==> src/rtl/disjoint_set_union_by_size_macros.svh <==
// ---------------------------------------------------------------------------
// disjoint_set_union_by_size assertion macros
// shared concurrent assertion forms, clocked on i_clk, disabled in reset
// ---------------------------------------------------------------------------
`ifndef DISJOINT_SET_UNION_BY_SIZE_MACROS_SVH
`define DISJOINT_SET_UNION_BY_SIZE_MACROS_SVH

// same-cycle implication
`define DSU_ASSERT_IMM(lbl, ante, cons, msg) \
    lbl: assert property (@(posedge i_clk) disable iff (!i_rst_n) (ante) |-> (cons)) \
        else $error(msg);

// next-cycle implication
`define DSU_ASSERT_NXT(lbl, ante, cons, msg) \
    lbl: assert property (@(posedge i_clk) disable iff (!i_rst_n) (ante) |=> (cons)) \
        else $error(msg);

`endif

==> src/rtl/dsu_pkg.sv <==
// ---------------------------------------------------------------------------
// dsu_pkg
// shared widths and controller/datapath command and status types
// ---------------------------------------------------------------------------
`timescale 1ns / 1ps
`default_nettype none

package dsu_pkg;

    localparam int unsigned ELEM_W = 10;
    localparam int unsigned ROOT_W = 10;
    localparam int unsigned SIZE_W = 11;
    localparam int unsigned STEP_W = 4;

    localparam logic OP_FIND  = 1'b0;
    localparam logic OP_UNITE = 1'b1;

    typedef struct packed {
        logic load;
        logic wrap_step;
        logic sel_b;
        logic par_rd;
        logic par_from_q;
        logic cur_load;
        logic comp_wr;
        logic save_root;
        logic sz_rd;
        logic res_load;
        logic res_merge;
        logic clr_wr;
    } t_cmd;

    typedef struct packed {
        logic wrap_last;
        logic par_is_self;
        logic addr_is_root;
        logic roots_eq;
        logic out_free;
        logic clr_last;
    } t_sts;

endpackage

`default_nettype wire

==> src/rtl/dsu_ctrl.sv <==
// ---------------------------------------------------------------------------
// dsu_ctrl
// sequencer for clear pass, index wrap, find with compression and union
// ---------------------------------------------------------------------------
`timescale 1ns / 1ps
`default_nettype none
`include "disjoint_set_union_by_size_macros.svh"

module dsu_ctrl
    import dsu_pkg::*;
#(
    parameter int unsigned NUM_ELEMS = 1024
) (
    input  wire logic i_clk,
    input  wire logic i_rst_n,
    input  wire logic i_in_valid,
    output logic      o_in_ready,
    input  wire logic i_op,
    output t_cmd      o_cmd,
    input  wire t_sts i_sts
);

    localparam bit NEED_WRAP = (NUM_ELEMS < (2 ** ELEM_W));

    typedef enum logic [3:0] {
        S_CLEAR,
        S_IDLE,
        S_WRAP,
        S_FIND_RD,
        S_FIND_CHK,
        S_COMP_START,
        S_COMP,
        S_SIZE_RD,
        S_DONE
    } t_state;

    t_state r_state, n_state;
    logic   r_op, n_op;
    logic   r_sel_b, n_sel_b;
    logic   w_accept;

    assign o_in_ready = (r_state == S_IDLE);
    assign w_accept   = i_in_valid && o_in_ready;

    always_comb begin
        n_state = r_state;
        n_op    = r_op;
        n_sel_b = r_sel_b;
        o_cmd   = '0;
        o_cmd.sel_b = r_sel_b;
        case (r_state)
            S_CLEAR: begin
                o_cmd.clr_wr = 1'b1;
                if (i_sts.clr_last) begin
                    n_state = S_IDLE;
                end
            end
            S_IDLE: begin
                if (w_accept) begin
                    o_cmd.load = 1'b1;
                    n_op       = i_op;
                    n_sel_b    = 1'b0;
                    n_state    = NEED_WRAP ? S_WRAP : S_FIND_RD;
                end
            end
            S_WRAP: begin
                o_cmd.wrap_step = 1'b1;
                if (i_sts.wrap_last) begin
                    n_state = S_FIND_RD;
                end
            end
            S_FIND_RD: begin
                o_cmd.par_rd   = 1'b1;
                o_cmd.cur_load = 1'b1;
                n_state        = S_FIND_CHK;
            end
            S_FIND_CHK: begin
                if (i_sts.par_is_self) begin
                    n_state = S_COMP_START;
                end else begin
                    o_cmd.par_rd     = 1'b1;
                    o_cmd.par_from_q = 1'b1;
                    o_cmd.cur_load   = 1'b1;
                end
            end
            S_COMP_START, S_COMP: begin
                o_cmd.par_rd     = 1'b1;
                o_cmd.comp_wr    = 1'b1;
                o_cmd.par_from_q = (r_state == S_COMP);
                if (i_sts.addr_is_root) begin
                    o_cmd.save_root = 1'b1;
                    if (r_op == OP_UNITE && !r_sel_b) begin
                        n_sel_b = 1'b1;
                        n_state = S_FIND_RD;
                    end else begin
                        n_state = S_SIZE_RD;
                    end
                end else begin
                    n_state = S_COMP;
                end
            end
            S_SIZE_RD: begin
                o_cmd.sz_rd = 1'b1;
                n_state     = S_DONE;
            end
            S_DONE: begin
                if (i_sts.out_free) begin
                    o_cmd.res_load  = 1'b1;
                    o_cmd.res_merge = (r_op == OP_UNITE) && !i_sts.roots_eq;
                    n_state         = S_IDLE;
                end
            end
            default: begin
                n_state = S_IDLE;
            end
        endcase
    end

    always_ff @(posedge i_clk) begin
        if (!i_rst_n) begin
            r_state <= S_CLEAR;
            r_op    <= OP_FIND;
            r_sel_b <= 1'b0;
        end else begin
            r_state <= n_state;
            r_op    <= n_op;
            r_sel_b <= n_sel_b;
        end
    end

    `DSU_ASSERT_NXT(a_accept_blocks, w_accept, !o_in_ready, "item accepted while busy")
    `DSU_ASSERT_NXT(a_done_frees, (r_state == S_DONE) && i_sts.out_free, o_in_ready,
        "input not reopened after result")

endmodule

`default_nettype wire

==> config.mk <==
export PLATFORM = sky130hd
export DESIGN_NAME = dsu_ctrl
export DESIGN_NICKNAME = d
export VERILOG_FILES = /design/src/rtl/dsu_pkg.sv /design/src/rtl/dsu_ctrl.sv
export VERILOG_INCLUDE_DIRS = /design/src /design/src/rtl
export SDC_FILE = /design/constraint.sdc
export NUM_CORES = 1
export LEC_CHECK = 0
export CORE_MARGIN = 8
export CORE_UTILIZATION = 30
export CTS_CLUSTER_SIZE = 28
export DETAILED_ROUTE_END_ITERATION = 6
export DONT_BUFFER_PORTS = 1
export GPL_ROUTABILITY_DRIVEN = 0
export RECOVER_POWER = 100
export REMOVE_ABC_BUFFERS = 1
export SLEW_MARGIN = 20
export SYNTH_ARGS = -nofsm -noshare
export SYNTH_HDL_FRONTEND = slang
export SYNTH_SLANG_ARGS = --single-unit
==> constraint.sdc <==
create_clock -name i_clk -period 2.1 [get_ports i_clk]
set_input_delay 0.21 -clock i_clk [delete_from_list [all_inputs] [get_ports i_clk]]
set_output_delay 0.21 -clock i_clk [all_outputs]
set_load 0.01 [all_outputs]
Word level (Yosys, flattened, before mapping)

Cells that the tools add are included.

Input bits: 10
Output and inout port bits: 13
Latch bits: 0
Bits in registers: 6
Bits in read-only memories: 0
Memory bits (writable): 0
Memories: 0

Mux-type cells: 25
Reduce and logical (&&, ||, !) cells: 12
$lt $le $gt $ge: 0
Divide/modulo/power cells: 0
Bitwise logic cells: 0
$add $sub $neg: 0
Eq/ne operators: 15
Shift-type cells: 0
Multiply operators: 0

Operators with widths:

| operator           | count |
|---|---|
| $pmux 4 s8         | 1 |
| $mux 4             | 5 |
| $eq 4x3->1 const B | 4 |
| $ne 2x2->1 const B | 6 |
| $mux 1             | 9 |
| $mux 3             | 3 |
| $eq 4x2->1 const B | 2 |
| $pmux 1 s2         | 4 |
| $mux 2             | 3 |
| $reduce_and 5->1   | 1 |
| $eq 4x1->1 const B | 1 |
| $eq 4x4->1 const B | 1 |
| $logic_not 4->1    | 1 |
| $reduce_and 4->1   | 1 |
| $logic_and 1x1->1  | 3 |
| $reduce_or 3->1    | 1 |
| $logic_not 1->1    | 2 |
| $ne 2x1->1 const B | 1 |
| $reduce_and 2->1   | 1 |
| $reduce_bool 2->1  | 1 |
| $reduce_or 2->1    | 1 |

Depth between registers and ports, before layout

Gate-level depths: netlist of run 1.

Depth after elaboration: 5
Mapped depth: 5
Mapped depth without buffers: 3

Worst setup path before layout of run 1

No wires, ideal clock.

Path kind: reg-to-output
Start point: register r_state[2]
End point: output o_cmd[1] in the netlist's numbering
Path buffers: 1
Cell stages (with the launch flop): 5
Arrival: 1.098 ns
Setup slack: 0.792 ns
Cell sequence: dfxtp_1 > buf_6 > nor2_1 > and4b_1 > and3b_1

RTL lines:

| item                     | line            | source |
|---|---|---|
| start: declaration       | dsu_ctrl.sv:37  | `t_state r_state, n_state;` |
| start signal: assignment | dsu_ctrl.sv:125 | `r_state <= n_state;` |
| end: declaration         | dsu_ctrl.sv:19  | `output t_cmd o_cmd,` |

==> results of run 1 <==
## placed cells by master, fill, tap and decap left out, types with 2 or more instances in the layout
cell      n
a21boi_0  2
a21oi_1   3
and2_0    2
and3_1    2
and3b_1   3
clkbuf_4  3
dfxtp_1   6
inv_1     2
nand2b_1  4
nor2_1    7
nor3b_1   3
o21a_1    4
o21ai_0   2
## worst max-delay path by stage
stage / startpoint / endpoint / slack [ps]
5_1_grt: r_state[1] / o_cmd[4] / 40
4_1_cts: r_state[1] / o_cmd[4] / 220
6_report: r_state[1] / o_cmd[4] / 190
2_1_floorplan: r_state[1] / o_cmd[4] / 690
3_3_place_gp: r_state[1] / o_cmd[4] / 550
3_5_place_dp: r_state[1] / o_cmd[4] / 490
## through the flow
stage	setup slack, ps	utilization [%]
3_3_place_gp	546.7	29.06
4_1_cts	217.2	30.41
6_report	190.0	30.41
5_1_grt	35.22	30.41
2_1_floorplan	694.3	-
3_5_place_dp	490.5	29.06
## synthesized netlist by cell type (all sizes together), types with 2 or more instances
| library cell | number | share of area (%) |
|---|---|---|
| nor4b | 2 | 6.3 |
| a21boi | 2 | 2.9 |
| nor3b | 3 | 4.3 |
| a21oi | 3 | 2.9 |
| o21ai | 2 | 1.9 |
| dfxtp | 6 | 23 |
| o21a | 4 | 5.8 |
| inv | 2 | 1.4 |
| and3 | 2 | 2.4 |
| buf | 7 | 11 |
| nor2 | 7 | 5.1 |
| nand2b | 4 | 4.8 |
| and2 | 2 | 2.4 |
| and3b | 3 | 5.1 |
## registers in the layout (all words and copies together), names as in the netlist
register  cells
r_op          1
r_sel_b       1
r_state       4
## critical path: stages, from the launching register on
cell	delay, ps
dfxtp_1	730
xnor2_1	200
nor2_1	270
and2_0	260
## metal layers
layer | GRT usage [%] | up-vias
met5 | 0 | -
met4 | 2.143 | 0
met3 | 4.260 | 2
met2 | 14.63 | 16
met1 | 9.836 | 210
li1 | - | 216
## final cells by class
| type | instances | area (um2) |
|---|---|---|
| Fill cell | 186 | 1162 |
| Sequential cell | 6 | 120.1 |
| Inverter | 2 | 7.507 |
| Tap cell | 17 | 21.27 |
| Clock buffer | 3 | 22.52 |
| Multi-Input combinational cell | 47 | 336.6 |
## cells by family (layout without fill, tap and decap cells)
logic type,count (synthesis),in the layout,share of synthesized area (%)
AND/OR/NAND/NOR,29,29,38.07
AO/OA/AOI/OAI,16,16,22.17
buffers and inverters,9,5,12.05
flip-flops,6,6,23.13
XOR/XNOR,1,1,1.687
multiplexers,1,1,2.891
## power groups by stage
stage                     Clock [uW]  Sequential, uW  Combinational, uW
after detailed placement           0             144               64.8
final                            106             143               63.4
after floorplan                    0             139               55.2
after global routing             120             145               72.3
after global placement             0             143               62.7
after CTS                        111             142               65.3
==> flow_summary.ini, run 1 <==
[status]
status = finished clean

[timing]
min_period_over_period_pct = 90.95
max_freq_ghz = 0.5235
timing.final.max_slew_violations = 0
slew-limit-headroom_pct = 57.01
period_needed_ps = 1910
hold_viol = 0
finalClockSkew_ps = 6.791
setup_violations = 0
holdWs_ps = 85.52
rsz0062_at_grt = false
finalSetupTns_ps = 0
max_slew.worst_pin.slew_ps = 644.0

[die]
rows = 15
die_y_um = 57.61
die_w_um = 57.61
ioPinCount = 23
start_util_pct = 31.09
dieArea_um2 = 3318
core-area_um2 = 1670

[route]
drtPass1Iterations = 4
dr_wl_met2_um = 717
antenna_left = 0
drc = 0
top_layer = met4
drt-initial-drc-count = 16
num_vias = 444
wirelength_mm = 1.365
dr_wl_met3_um = 87
vias_per_cell = 5.920
wirelength_met1_um = 542
wl_per_cell_um = 18.20

[placement]
placed_cells = 72
postPlaceCellArea_um2 = 485.5
port_buffers = 0
hpwl_mm = 1.054

[finish]
syn2layout_area_growth_pct = -2.169
fin_nets = 70
stdcell_area_um2 = 508.0
n_antenna_cell = 0
finalNonFillerCells = 75
layout-drive-gt1-share_pct = 10.34

[clock_tree]
clockRootBuffer = clkbuf_4
cts.sinks = 6
cts_made_buffers = 3
cts_resized = 0
post_cts_buffers = 0
ctsHoldBuffers = 0
cts.clk_slew.worst_paths_ps = 50
worstSkewPairLatency_ps = 240
cts_tree = built
htreeDepth = 1
clk_path_buf_depth = 2

[power_and_ir_drop]
vdd_drop_max_mv = 0.3409
power.share.switching_pct = 30.83
p_clk_share_pct = 34.0
p_int_uw = 215.7
p_switching_uw = 96.11
power_frac_seq_pct = 45.7
powerDensity_nw_per_um2 = 613.8
p_total_uw = 311.8
p_leak_uw = 0.0001907
power_frac_comb_pct = 20.3

[logic_synthesis]
synth_edf_count = 0
synthDistinctLibCells = 30
netlist_area_um2 = 519.2
synth_warnings = 0
async_flop_share_pct = 0
synth_seq_cells = 6
syn_inst = 62
synthFlopType = dfxtp_1
syn_avg_cell_area_um2 = 8.375
ys_seq_area_share_pct = 23.13

[global_route]
grt_max_degree = 20
grt_antenna_before_repair = 0
grt_util_all_layers_pct = 8.826
grt_pass1_vias = 423
grt_pass1_wl_mm = 2.277
grt_remaining_overflow = 0

[min_path]
min_from = i_rst_n
hp-class = primary input to flop
worstHoldEndpoint = r_state[0]
min_path_cells = 2

[worst_setup_path]
critical_path_arrival_ps = 1700
cp_data_required_time_ps = 1890
setup.worst_path.start_class = flop
rr_worst_depth = 3
critPathCaptureType = output pin
path_max_fanout = 19
r2r-start = r_state[0]
critical_path_class = flop to output pin
timing.rr.end = r_sel_b
r2r_slack_ps = 590

[flow_run]
maxCapViolCount = 0
Note: power is estimated with default switching activity, not from simulation.
==> run 2: changes to the inputs <==
Settings changed: CORE_AREA set to 8 8 45 47, CORE_MARGIN 8 to not set, CORE_UTILIZATION 30 to not set, DIE_AREA set to 0 0 53 55.
==> run 2 against run 1 <==
Net effect:
- combinational power shrank 5.7%
- sequential share of layout area increased by 0.48 points
- utilization grew 5.6 points
- sequential cell count unchanged
- first-iteration DRC count decreased by 19%
- largest cell class unchanged
- highest routed layer unchanged
- wire length fell by 15%
- final area fell by 2.0%
==> flow_summary.ini, run 2 (same netlist as run 1, synthesis figures left out) <==
[worst_setup_path]
critPathCaptureType = output pin
rr_worst_depth = 3
path_max_fanout = 14
critical_path_arrival_ps = 1710
setup.worst_path.start_class = flop
critPathLaunch = r_state[0]
cp_cell_sequence = nor4b_2 -> and2_1
timing.rr.end = r_sel_b
cp_data_required_time_ps = 1890
slowest_stage = dfxtp_1
critical_path_class = flop to output pin
max_stage_delay_ps = 590
r2r-start = r_state[0]
r2r_slack_ps = 430

[finish]
largest_registers = r_state x4, r_op x1, r_sel_b x1
regMostFlops = r_state
finalNonFillerCells = 74
final-seq-area_um2 = 120.1
postLayoutCoreUtil_pct = 35.99
multi_input_area_um2 = 327.8
largest_reg_flops = 4
stdcell_area_um2 = 498.0
syn2layout_area_growth_pct = -4.096
final_cell_mix = nor2_1, dfxtp_1, nand2b_1, o21a_1
n_antenna_cell = 0
layout-drive-gt1-share_pct = 10.34
fill_cells = 140
fin_nets = 70
final_common_cell = nor2_1

[power_and_ir_drop]
power.share.switching_pct = 31.57
vdd_drop_max_mv = 0.2634
p_leak_uw = 0.0001874
powerDensity_nw_per_um2 = 626.3
p_switching_uw = 98.45
power_frac_seq_pct = 45.2
p_clk_share_pct = 35.6
p_int_uw = 213.4
power_frac_comb_pct = 19.2

[clock_tree]
worstSkewPairLatency_ps = 250
post_cts_buffers = 0
clk_path_buf_depth = 2
ctsHoldBuffers = 0
cts.sinks = 6
cts.clk_slew.worst_paths_ps = 50
cts_tree = built
cts_resized = 0
htreeDepth = 1
clockRootBuffer = clkbuf_4
cts_made_buffers = 3

[timing]
slew-limit-headroom_pct = 60.33
min_period_over_period_pct = 91.20
max_slew.worst_pin.slew_ps = 593.5
timing.final.max_slew_violations = 0
hold_viol = 0
finalSetupTns_ps = 0
period_needed_ps = 1915
max_freq_ghz = 0.5221
finalClockSkew_ps = 6.194
setup_violations = 0
rsz0062_at_grt = false

[min_path]
min_from = i_rst_n
hp-class = primary input to flop
worstHoldEndpoint = r_state[0]
min_path_cells = 2

[global_route]
grt_antenna_before_repair = 0
grt_max_degree = 20
grt_remaining_overflow = 0
grt_pass1_wl_mm = 1.780
grt_util_all_layers_pct = 8.579
grt_pass1_vias = 389

[route]
drc = 0
dr_wl_met2_um = 509
wl_per_cell_um = 15.72
top_layer = met4
drt-initial-drc-count = 13
wirelength_met1_um = 451
wirelength_mm = 1.163
dr_wl_met3_um = 172
num_vias = 430
drtPass1Iterations = 4
vias_per_cell = 5.811
antenna_left = 0

[die]
core-area_um2 = 1384
rows = 14
ioPinCount = 23
die_y_um = 55
start_util_pct = 37.52
die_w_um = 53
dieArea_um2 = 2915

[status]
status = finished clean

[placement]
hpwl_um = 852.4
port_buffers = 0
placed_cells = 71
postPlaceCellArea_um2 = 484.2

[flow_run]
maxCapViolCount = 0
==> run 2: cell counts in the layout (fill, tap and decap cells not counted) <==
No cell type changed its count.
==> run 2: per-layer routing <==
| metal | vias to the layer above | GRT usage (%) |
|---|---|---|
| li1 | 215 | - |
| met1 | 191 | 9.271 |
| met2 | 19 | 11.52 |
| met3 | 5 | 6.684 |
| met4 | 0 | 5.172 |
| met5 | - | 0 |
==> run 2: how the worst max path moves through the flow <==
stage | to | slack (ps) | cells past startpoint
finish | o_cmd[11] | 180 | 2
global route | o_cmd[11] | 50 | 2
CTS | o_cmd[4] | 240 | 3
detailed placement | o_cmd[4] | 520 | 3
global placement | o_cmd[4] | 540 | 3
floorplan | o_cmd[4] | 690 | 3
==> run 2: cell type report <==
cell class                 instances  share of cell area (%)
inverter                           2                   1.508
clock buffer                       3                   4.523
tap                               16                   4.020
multi-input combinational         47                   65.83
sequential                         6                   24.12
==> run 2: power by group through the flow <==
stage                     clock, uW  sequential (uW)  combinational [uW]
after floorplan                   0              139                55.2
after global placement            0              143                62.3
after detailed placement          0              144                62.5
after CTS                       115              142                63.1
after global routing            119              144                68.6
final                           111              141                59.8
==> run 2: worst max-delay path: cells and delay by family, from the launching register on <==
family        cells  cell delay (ps)
flops             1              590
simple gates      2              860
==> run 2: through the flow <==
| step | worst slack [ps] | hold slack, ps | power, uW |
|---|---|---|---|
| floorplan | 694.3 | 320.3 | 193.8 |
| global placement | 544.1 | 329.0 | 205.7 |
| detailed placement | 516.0 | 330.6 | 206.1 |
| CTS | 236.6 | 63.32 | 320.1 |
| global route | 45.77 | 65.21 | 331.5 |
| finish | 184.7 | 70.31 | 311.9 |
